===== config.mk =====
export PLATFORM = sky130hd
export DESIGN_NAME = hall_period_speed_averager
export DESIGN_NICKNAME = d
export VERILOG_FILES = /design/src/hdl/hpsa_pkg.sv /design/src/hdl/hpsa_ram.sv /design/src/hdl/hpsa_front.sv /design/src/hdl/hpsa_queue.sv /design/src/hdl/hpsa_back.sv /design/src/hdl/hall_period_speed_averager.sv
export SDC_FILE = /design/constraint.sdc
export NUM_CORES = 1
export LEC_CHECK = 0
export BUFFER_PORTS_ARGS = -buffer_cell sky130_fd_sc_hd__buf_4
export CORE_ASPECT_RATIO = 2
export CORE_MARGIN = 4
export CORE_UTILIZATION = 48
export CTS_CLUSTER_SIZE = 20
export DETAILED_ROUTE_END_ITERATION = 10
export HOLD_SLACK_MARGIN = 0.05
export PLACE_DENSITY = 0.63
export SYNTH_ARGS = -nofsm -noshare
export SYNTH_HDL_FRONTEND = slang
export SYNTH_SLANG_ARGS = --single-unit

===== constraint.sdc =====
create_clock -name clk -period 8 [get_ports clk]
set_clock_uncertainty 0.05 [all_clocks]
set_input_delay 2 -clock clk [delete_from_list [all_inputs] [get_ports clk]]
set_output_delay 2 -clock clk [all_outputs]
set_load 0.01 [all_outputs]

===== src/hdl/hpsa_pkg.sv =====
// ---------------------------------------------------------------------------
// hpsa_pkg: shared types and constants of the hall period speed averager
// Transaction payloads, queue command, codes and the back-end state type.
// ---------------------------------------------------------------------------
`default_nettype none

package hpsa_pkg;

	localparam int DATA_W   = 32;
	localparam int SPEED_W  = 16;
	localparam int CFG_IDX_W = 8;
	localparam logic [SPEED_W-1:0] SPEED_MAX = 16'hFFFF;

	// operation codes
	localparam logic OP_CLEAR = 1'b0;
	localparam logic OP_EDGE  = 1'b1;

	// configuration register indexes
	localparam logic [CFG_IDX_W-1:0] REG_TIMER_PERIOD = 8'd0;
	localparam logic [CFG_IDX_W-1:0] REG_SPEED_NUM    = 8'd1;

	typedef struct packed {
		logic              operation;
		logic [DATA_W-1:0] timer_capture;
	} hall_item_t;

	typedef struct packed {
		logic [DATA_W-1:0]  period_delta;
		logic [SPEED_W-1:0] instant_speed;
		logic [SPEED_W-1:0] average_speed;
	} speed_item_t;

	// classified command passed from front end to back end
	typedef struct packed {
		logic              operation;
		logic [DATA_W-1:0] delta;
	} hpsa_cmd_t;

	typedef struct packed {
		logic full;
		logic empty;
	} hpsa_q_status_t;

	typedef enum logic [1:0] {
		BK_IDLE,
		BK_DIV,
		BK_SUM,
		BK_OUT
	} hpsa_back_state_t;

endpackage

`default_nettype wire


===== src/hdl/hpsa_ram.sv =====
// ---------------------------------------------------------------------------
// hpsa_ram: generic single-write, single-read RAM
// One write port and one read port with registered read data.
// ---------------------------------------------------------------------------
`default_nettype none

module hpsa_ram #(
	parameter int WIDTH = 16,
	parameter int DEPTH = 8
) (
	input  wire logic                     clk,
	input  wire logic                     we,
	input  wire logic [$clog2(DEPTH)-1:0] waddr,
	input  wire logic [WIDTH-1:0]         wdata,
	input  wire logic                     re,
	input  wire logic [$clog2(DEPTH)-1:0] raddr,
	output logic      [WIDTH-1:0]         rdata
);

	logic [WIDTH-1:0] mem_q [DEPTH];

	always_ff @(posedge clk) begin
		if (we) begin
			mem_q[waddr] <= wdata;
		end
		if (re) begin
			rdata <= mem_q[raddr];
		end
	end

endmodule

`default_nettype wire


===== src/hdl/hpsa_front.sv =====
// ---------------------------------------------------------------------------
// hpsa_front: input transaction acceptance and period extraction
// Forms the wrapped capture delta and pushes a command into the queue.
// ---------------------------------------------------------------------------
`default_nettype none

module hpsa_front (
	input  wire logic                           clk,
	input  wire logic                           arst_n,
	input  wire logic                           hall_valid,
	output logic                                hall_stall,
	input  wire hpsa_pkg::hall_item_t           hall_item,
	input  wire logic [hpsa_pkg::DATA_W-1:0]    timer_period,
	input  wire hpsa_pkg::hpsa_q_status_t       q_status,
	output logic                                push,
	output hpsa_pkg::hpsa_cmd_t                 push_cmd
);

	import hpsa_pkg::*;

	logic [DATA_W-1:0] last_capture_q;
	logic [DATA_W-1:0] delta;

	assign hall_stall = q_status.full;
	assign push       = hall_valid && !q_status.full;

	// equal capture wraps to one full timer period
	always_comb begin
		if (hall_item.timer_capture <= last_capture_q) begin
			delta = timer_period - (last_capture_q - hall_item.timer_capture);
		end else begin
			delta = hall_item.timer_capture - last_capture_q;
		end
	end

	assign push_cmd.operation = hall_item.operation;
	assign push_cmd.delta     = (hall_item.operation == OP_EDGE) ? delta : '0;

	always_ff @(posedge clk or negedge arst_n) begin
		if (!arst_n) begin
			last_capture_q <= '0;
		end else if (push && hall_item.operation == OP_EDGE) begin
			last_capture_q <= hall_item.timer_capture;
		end
	end

endmodule

`default_nettype wire


===== src/hdl/hpsa_queue.sv =====
// ---------------------------------------------------------------------------
// hpsa_queue: two-entry command queue
// Decouples the front end from the back end.
// ---------------------------------------------------------------------------
`default_nettype none

module hpsa_queue (
	input  wire logic                     clk,
	input  wire logic                     arst_n,
	input  wire logic                     push,
	input  wire hpsa_pkg::hpsa_cmd_t      push_cmd,
	input  wire logic                     pop,
	output hpsa_pkg::hpsa_cmd_t           pop_cmd,
	output hpsa_pkg::hpsa_q_status_t      q_status
);

	import hpsa_pkg::*;

	hpsa_cmd_t  entry_q [2];
	logic       wr_ptr_q;
	logic       rd_ptr_q;
	logic [1:0] count_q;
	logic       do_push;
	logic       do_pop;

	assign q_status.full  = (count_q == 2'd2);
	assign q_status.empty = (count_q == 2'd0);
	assign do_push = push && !q_status.full;
	assign do_pop  = pop && !q_status.empty;
	assign pop_cmd = entry_q[rd_ptr_q];

	always_ff @(posedge clk) begin
		if (do_push) begin
			entry_q[wr_ptr_q] <= push_cmd;
		end
	end

	always_ff @(posedge clk or negedge arst_n) begin
		if (!arst_n) begin
			wr_ptr_q <= 1'b0;
			rd_ptr_q <= 1'b0;
			count_q  <= 2'd0;
		end else begin
			if (do_push) begin
				wr_ptr_q <= ~wr_ptr_q;
			end
			if (do_pop) begin
				rd_ptr_q <= ~rd_ptr_q;
			end
			case ({do_push, do_pop})
				2'b10:   count_q <= count_q + 2'd1;
				2'b01:   count_q <= count_q - 2'd1;
				default: count_q <= count_q;
			endcase
		end
	end

endmodule

`default_nettype wire


===== src/hdl/hpsa_back.sv =====
// ---------------------------------------------------------------------------
// hpsa_back: speed divide, moving-average window and result register
// Restoring divide one quotient bit per cycle, then window update.
// ---------------------------------------------------------------------------
`default_nettype none

module hpsa_back #(
	parameter int WINDOW_DEPTH = 8,
	parameter int AVG_SHIFT    = 3
) (
	input  wire logic                        clk,
	input  wire logic                        arst_n,
	input  wire logic [hpsa_pkg::DATA_W-1:0] speed_numerator,
	input  wire hpsa_pkg::hpsa_q_status_t    q_status,
	input  wire hpsa_pkg::hpsa_cmd_t         pop_cmd,
	output logic                             pop,
	output logic                             speed_valid,
	input  wire logic                        speed_stall,
	output hpsa_pkg::speed_item_t            speed_item
);

	import hpsa_pkg::*;

	localparam int SLOT_W = (WINDOW_DEPTH > 1) ? $clog2(WINDOW_DEPTH) : 1;
	localparam int SUM_W  = SPEED_W + SLOT_W;
	localparam int CNT_W  = $clog2(DATA_W);

	hpsa_back_state_t state_q, state_d;

	logic [DATA_W-1:0]       delta_q;
	logic [DATA_W-1:0]       rem_q;
	logic [DATA_W-1:0]       quo_q;
	logic [CNT_W-1:0]        cnt_q;
	logic [SLOT_W-1:0]       slot_q;
	logic [WINDOW_DEPTH-1:0] valid_q;
	logic [SUM_W-1:0]        sum_q;
	speed_item_t             res_q;
	logic                    out_valid_q;
	speed_item_t             out_q;

	logic                    ram_re;
	logic                    ram_we;
	logic                    out_load;
	logic [SPEED_W-1:0]      ram_rdata;
	logic [SPEED_W-1:0]      old_speed;
	logic [SPEED_W-1:0]      new_speed;
	logic [SUM_W-1:0]        new_sum;
	logic [SUM_W-1:0]        avg_full;
	logic [SPEED_W-1:0]      avg_sat;
	logic [SLOT_W-1:0]       slot_next;
	logic [DATA_W:0]         trial;
	logic                    trial_ge;
	logic [DATA_W-1:0]       rem_next;

	hpsa_ram #(
		.WIDTH (SPEED_W),
		.DEPTH (WINDOW_DEPTH)
	) u_window (
		.clk   (clk),
		.we    (ram_we),
		.waddr (slot_q),
		.wdata (new_speed),
		.re    (ram_re),
		.raddr (slot_q),
		.rdata (ram_rdata)
	);

	// divider step
	assign trial    = {rem_q, quo_q[DATA_W-1]};
	assign trial_ge = (trial >= {1'b0, delta_q});
	assign rem_next = trial_ge ? DATA_W'(trial - {1'b0, delta_q}) : trial[DATA_W-1:0];

	// window update
	assign new_speed = ((delta_q == '0) || (quo_q[DATA_W-1:SPEED_W] != '0)) ?
		SPEED_MAX : quo_q[SPEED_W-1:0];
	assign old_speed = valid_q[slot_q] ? ram_rdata : '0;
	assign new_sum   = sum_q - SUM_W'(old_speed) + SUM_W'(new_speed);
	assign avg_full  = new_sum >> AVG_SHIFT;
	assign avg_sat   = (avg_full > SUM_W'(SPEED_MAX)) ? SPEED_MAX : avg_full[SPEED_W-1:0];
	assign slot_next = (slot_q == SLOT_W'(WINDOW_DEPTH - 1)) ? '0 : slot_q + SLOT_W'(1);

	always_comb begin
		state_d = state_q;
		unique case (state_q)
			BK_IDLE: begin
				if (!q_status.empty) begin
					state_d = (pop_cmd.operation == OP_EDGE) ? BK_DIV : BK_OUT;
				end
			end
			BK_DIV: begin
				if (cnt_q == CNT_W'(DATA_W - 1)) begin
					state_d = BK_SUM;
				end
			end
			BK_SUM: begin
				state_d = BK_OUT;
			end
			BK_OUT: begin
				if (!out_valid_q || !speed_stall) begin
					state_d = BK_IDLE;
				end
			end
			default: state_d = BK_IDLE;
		endcase
	end

	always_comb begin
		pop      = 1'b0;
		ram_re   = 1'b0;
		ram_we   = 1'b0;
		out_load = 1'b0;
		unique case (state_q)
			BK_IDLE: begin
				pop    = !q_status.empty;
				ram_re = !q_status.empty;
			end
			BK_DIV: begin
			end
			BK_SUM: begin
				ram_we = 1'b1;
			end
			BK_OUT: begin
				out_load = !out_valid_q || !speed_stall;
			end
			default: begin
			end
		endcase
	end

	always_ff @(posedge clk or negedge arst_n) begin
		if (!arst_n) begin
			state_q     <= BK_IDLE;
			cnt_q       <= '0;
			slot_q      <= '0;
			valid_q     <= '0;
			sum_q       <= '0;
			out_valid_q <= 1'b0;
		end else begin
			state_q <= state_d;
			if (pop) begin
				cnt_q <= '0;
				if (pop_cmd.operation == OP_CLEAR) begin
					slot_q  <= '0;
					valid_q <= '0;
					sum_q   <= '0;
				end
			end else if (state_q == BK_DIV) begin
				cnt_q <= cnt_q + CNT_W'(1);
			end
			if (ram_we) begin
				valid_q[slot_q] <= 1'b1;
				slot_q          <= slot_next;
				sum_q           <= new_sum;
			end
			if (out_load) begin
				out_valid_q <= 1'b1;
			end else if (!speed_stall) begin
				out_valid_q <= 1'b0;
			end
		end
	end

	always_ff @(posedge clk) begin
		if (pop) begin
			delta_q <= pop_cmd.delta;
			rem_q   <= '0;
			quo_q   <= speed_numerator;
			res_q   <= '0;
		end else if (state_q == BK_DIV) begin
			rem_q <= rem_next;
			quo_q <= {quo_q[DATA_W-2:0], trial_ge};
		end
		if (ram_we) begin
			res_q.period_delta  <= delta_q;
			res_q.instant_speed <= new_speed;
			res_q.average_speed <= avg_sat;
		end
		if (out_load) begin
			out_q <= res_q;
		end
	end

	assign speed_valid = out_valid_q;
	assign speed_item  = out_q;

endmodule

`default_nettype wire


===== src/hdl/hall_period_speed_averager.sv =====
// ---------------------------------------------------------------------------
// hall_period_speed_averager: hall edge period, speed and moving average
//
// Input channel (hall_valid / hall_stall / hall_item): one transaction per
// hall edge carrying a timer capture, or a clear that empties the window.
// Output channel (speed_valid / speed_stall / speed_item): exactly one
// result transaction per input transaction, in order.
// Config channel (cfg_valid / cfg_ready / cfg_index / cfg_data): index 0 is
// the timer period, index 1 the speed numerator; other indexes are dropped.
// cfg_ready is always high; write only while the block is idle.
// An edge runs through the queue, the 32-step restoring divider, the window
// update and the output register of the back end; a clear empties the window
// and goes straight to the output register. The back end pops only when idle.
// A two-entry queue sits between front and back end, so the front keeps
// accepting while a result waits on a stalled receiver; hall_stall rises
// only once the queue is full.
// Reset clears the last capture, the window valid bits, slot and sum, and
// loads the registers with their defaults; no clearing pass is needed.
// ---------------------------------------------------------------------------
`default_nettype none

module hall_period_speed_averager #(
	parameter int WINDOW_DEPTH = 8,
	parameter int AVG_SHIFT    = 3
) (
	input  wire logic                           clk,
	input  wire logic                           arst_n,
	input  wire logic                           hall_valid,
	output logic                                hall_stall,
	input  wire hpsa_pkg::hall_item_t           hall_item,
	output logic                                speed_valid,
	input  wire logic                           speed_stall,
	output hpsa_pkg::speed_item_t               speed_item,
	input  wire logic                           cfg_valid,
	output logic                                cfg_ready,
	input  wire logic [hpsa_pkg::CFG_IDX_W-1:0] cfg_index,
	input  wire logic [hpsa_pkg::DATA_W-1:0]    cfg_data
);

	import hpsa_pkg::*;

	logic [DATA_W-1:0] timer_period_q;
	logic [DATA_W-1:0] speed_numerator_q;
	logic              push;
	logic              pop;
	hpsa_cmd_t         push_cmd;
	hpsa_cmd_t         pop_cmd;
	hpsa_q_status_t    q_status;

	// configuration registers; writes are only expected while idle
	assign cfg_ready = 1'b1;

	always_ff @(posedge clk or negedge arst_n) begin
		if (!arst_n) begin
			timer_period_q    <= 32'hFFFF_FFFF;
			speed_numerator_q <= 32'd1000000;
		end else if (cfg_valid && cfg_ready) begin
			unique case (cfg_index)
				REG_TIMER_PERIOD: timer_period_q    <= cfg_data;
				REG_SPEED_NUM:    speed_numerator_q <= cfg_data;
				default: begin
					// drop writes to unknown indexes
				end
			endcase
		end
	end

	// front end: accept, take the wrapped period, classify
	hpsa_front u_front (
		.clk          (clk),
		.arst_n       (arst_n),
		.hall_valid   (hall_valid),
		.hall_stall   (hall_stall),
		.hall_item    (hall_item),
		.timer_period (timer_period_q),
		.q_status     (q_status),
		.push         (push),
		.push_cmd     (push_cmd)
	);

	// hold classified commands until the back end is free
	hpsa_queue u_queue (
		.clk      (clk),
		.arst_n   (arst_n),
		.push     (push),
		.push_cmd (push_cmd),
		.pop      (pop),
		.pop_cmd  (pop_cmd),
		.q_status (q_status)
	);

	// back end: divide, advance the window, register the result
	hpsa_back #(
		.WINDOW_DEPTH (WINDOW_DEPTH),
		.AVG_SHIFT    (AVG_SHIFT)
	) u_back (
		.clk             (clk),
		.arst_n          (arst_n),
		.speed_numerator (speed_numerator_q),
		.q_status        (q_status),
		.pop_cmd         (pop_cmd),
		.pop             (pop),
		.speed_valid     (speed_valid),
		.speed_stall     (speed_stall),
		.speed_item      (speed_item)
	);

endmodule

`default_nettype wire


==> metrics.md <==
| Metric | Value |
|---|---|
| Vias post-DR | `19,700` |
| Cell Pwr Density | `461 nW/µm²` |
| Static Leakage | `13.7 nW` |
| Cell Int Power | `0.00877 W` |
| Fmax | `0.180 GHz` |
| Mapped cell area | `29,200 µm²` |
| Slew margin rel. | `0.208` |
| Worst Path Required | `8270 ps` |
| Initial DRC Count | `1,116` |
| CP Class | `input pin to flip-flop` |
| Crit-path slowest cell | `o21ai_0` |
| Setup bufs post-CTS | `0` |
| Most frequent cell after synthesis | `edfxtp_1` |
| Crit-path max FO | `3` |
| RSZ-0062 raised after global routing | `false` |
| Slowest stage delay, CP | `910 ps` |
| Seq/Total Area, Yosys | `0.555` |
| Die area | `65,100 µm²` |
| First-pass GRT wire length | `120 mm` |
| Post-detailed-route via-to-cell ratio | `5.62` |
| Final period util | `0.694` |
| ANT nets after route | `0` |
| Final instance area | `32,800 µm²` |
| Remaining global-route overflow | `0` |
| Syn_area_per_cell | `11.4 µm²` |
| Fin nets | `2,938` |
| HPWL Detailed | `59.7 mm` |
| Number of library cell types mapped by synthesis | `86` |
| HP Class | `flip-flop to flip-flop` |
| Routed wire per std cell | `22.5 µm` |
| Count of state elements after synthesis | `572` |
| Main synth FF type | `edfxtp_1` |
| Core box area | `60,100 µm²` |
| Drt pass-1 iters | `5` |
| Final total power | `0.0151 W` |
| Syn Nets | `2,804` |
| Num CTS Buffers | `50` |
| Worst EP arrival | `5830 ps` |
| Syn Inst Count | `2,552` |
| Leading area contributor after synthesis | `edfxtp_1` |
| DRC | `0` |
| Vias in the first global route | `20,700` |
| TritonCTS clock tree | `yes` |
| Measured slew at the worst slew-check pin | `1180 ps` |
| Placement Rows | `127` |
| Sw frac | `0.420` |
| Total negative slack | `0 ps` |
| Ys async rst share | `0.241` |
| Buffers added on ports | `143` |
| DIE HEIGHT | `357 µm` |
| GPL Wtd Cong | `0.998` |
| VDD IR-drop max | `0.242 mV` |
| Status | `complete, no violations` |
| Switch Pwr | `0.00634 W` |
| Syn-to-layout area delta | `12.3%` |
| Post-cts resize count | `0` |
| Hold_ws | `361 ps` |
| Synth warn | `0` |
| I/O pin total | `145` |
| CTS Buffer Depth | `3` |
| Fin. Hold Viols | `0` |
| Total GRT Usage | `0.241` |
| Period minus WS final | `5550 ps` |
| Critical Path Start Type | `input pin` |
| Initial antenna violation count | `1` |
| Pin count of the biggest net entering global routing | `79` |
| Maxcap violations | `0` |
| Post-synth top area share | `0.414` |
| Max-slew violation count | `0` |
| CP dominant cell by count | `o21ai_0` |
| Clk pin slew, worst setup/hold paths | `70 ps` |
| CTS Root Cell | `clkbuf_16` |
| Number of synthesized flops with an enable pin | `402` |
| Clock sink count | `572` |
| Final wirelength | `78.7 mm` |
| Comb pwr share | `0.509` |
| Clk network pwr share | `0.156` |
| Crit end category | `flip-flop` |
| H-Tree Depth | `2` |
| Cts hold-fix bufs | `0` |
| Setup violations, final | `0` |
| Critical path, cell by cell | `buf_4 > inv_1 > fa_1 > inv_1 > fa_1 > a211oi_1 > o21ai_0 > nand3_1 > a21oi_1 > o21ai_0 > o21ai_0 > a31oi_1 > xor2_1 > o22ai_1` |
| Initial Util | `0.486` |
| Synth top cells by count | `edfxtp_1, inv_1, nand2_1` |
| Share of layout cells above drive strength 1 | `0.155` |
| # diodes | `0` |
| Top cells by area, synth | `edfxtp_1, dfrtp_1, ha_1` |
| Die X | `182 µm` |
| Placed cell area | `31,200 µm²` |
| Sequential Power Share | `0.335` |
| Clk_lat worst skew | `600 ps` |
[critical path: cells and delay by family]
kind | cells | cell delay (ps)
buffers and inverters | 3 | 230
xor gates and xnor gates | 1 | 160
and+or+nand+nor | 1 | 140
adders and majority gates | 2 | 1030
AOI/OAI and AO/OA | 7 | 2250
[cell families after synthesis]
| kind of cell | synth area share |
|---|---|
| simple gates | 0.104 |
| flops | 0.555 |
| compound gates | 0.121 |
| buf+inv | 0.0501 |
| fa+ha+maj | 0.0872 |
| mux | 0.0514 |
| xor+xnor | 0.0309 |
| other cells | 0.000128 |
[cells in the final DEF (no fill, tap or decap), types with 8 or more instances in the layout]
master / n
clkbuf_16: 50
a211oi_1: 23
xor2_1: 41
nand4_1: 20
mux2_2: 92
a21oi_1: 126
a221oi_1: 15
a31oi_1: 27
nand2b_1: 15
and2_1: 56
dfxtp_1: 32
edfxtp_1: 402
or3_1: 8
buf_4: 180
o21bai_1: 17
clkbuf_1: 14
o21ai_0: 140
and3_1: 19
a22oi_1: 17
nand3_1: 20
nand2_1: 244
o31ai_1: 8
nor4_1: 18
nor2_1: 136
a21o_1: 72
mux2i_1: 42
o22ai_1: 12
ha_1: 123
fa_1: 49
o21a_1: 12
xnor2_1: 62
nor3_1: 17
nand3b_1: 9
dfrtp_1: 98
inv_1: 279
dfstp_2: 39
nor2b_1: 46
[power groups by stage]
stage | clock (W) | combinational, W | sequential, W
5_1_grt | 0.00253 | 0.00847 | 0.00514
3_5_place_dp | 0 | 0.00765 | 0.00511
2_1_floorplan | 0 | 0.00543 | 0.00497
6_report | 0.00236 | 0.00769 | 0.00506
4_1_cts | 0.00242 | 0.00769 | 0.00506
3_3_place_gp | 0 | 0.00748 | 0.00508
[worst paths after layout]
check / endpoint / cells past startpoint / slack [ps] / startpoint
min in group asynchronous: u_front.last_capture_q[26] / 1 / 1360 / arst_n
max in group asynchronous: u_front.last_capture_q[13] / 2 / 5060 / arst_n
min: u_back.speed_item[22] / 0 / 360 / u_back.res_q[22]
max: u_queue.entry_q[1][28] / 14 / 2450 / hall_item[1]
min reg2reg: u_back.speed_item[22] / 0 / 360 / u_back.res_q[22]
max reg2reg: u_back.res_q[13] / 17 / 2560 / u_back.quo_q[16]
[metrics by stage]
step | setup slack [ps] | util | std cells
floorplan | 698 | - | 2552
global placement | 1970 | 0.520 | 3408
detailed placement | 1970 | 0.520 | 3408
CTS | 2560 | 0.546 | 3500
global route | 2260 | 0.546 | 3500
finish | 2450 | 0.546 | 3500
[cell type report]
cell class,instances,area [µm²]
Clock buffer,65,1320
Clock inverter,27,244
Fill cell,5193,27300
Inverter,280,1050
Multi-Input combinational cell,1601,11600
Sequential cell,572,16200
Tap cell,774,968
Timing Repair Buffer,181,1360
[state kept, by name (all words and copies together) (netlist names), 8 cells and up]
register,cells
speed_numerator_q,32
timer_period_q,32
u_back.delta_q,32
u_back.quo_q,32
u_back.rem_q,32
u_back.res_q,64
u_back.speed_item,64
u_back.sum_q,19
u_back.u_window.mem_q,128
u_back.u_window.rdata,16
u_back.valid_q,8
u_front.last_capture_q,32
u_queue.entry_q,66
[metal layers]
layer | GRT usage | wire length, µm | share of wire
met1 | 0.245 | 26700 | 0.34
met2 | 0.469 | 43700 | 0.55
met3 | 0.0238 | 2630 | 0.033
met4 | 0.144 | 5670 | 0.072
met5 | 0 | 0 | 0
(Power assumes the default switching activity.)
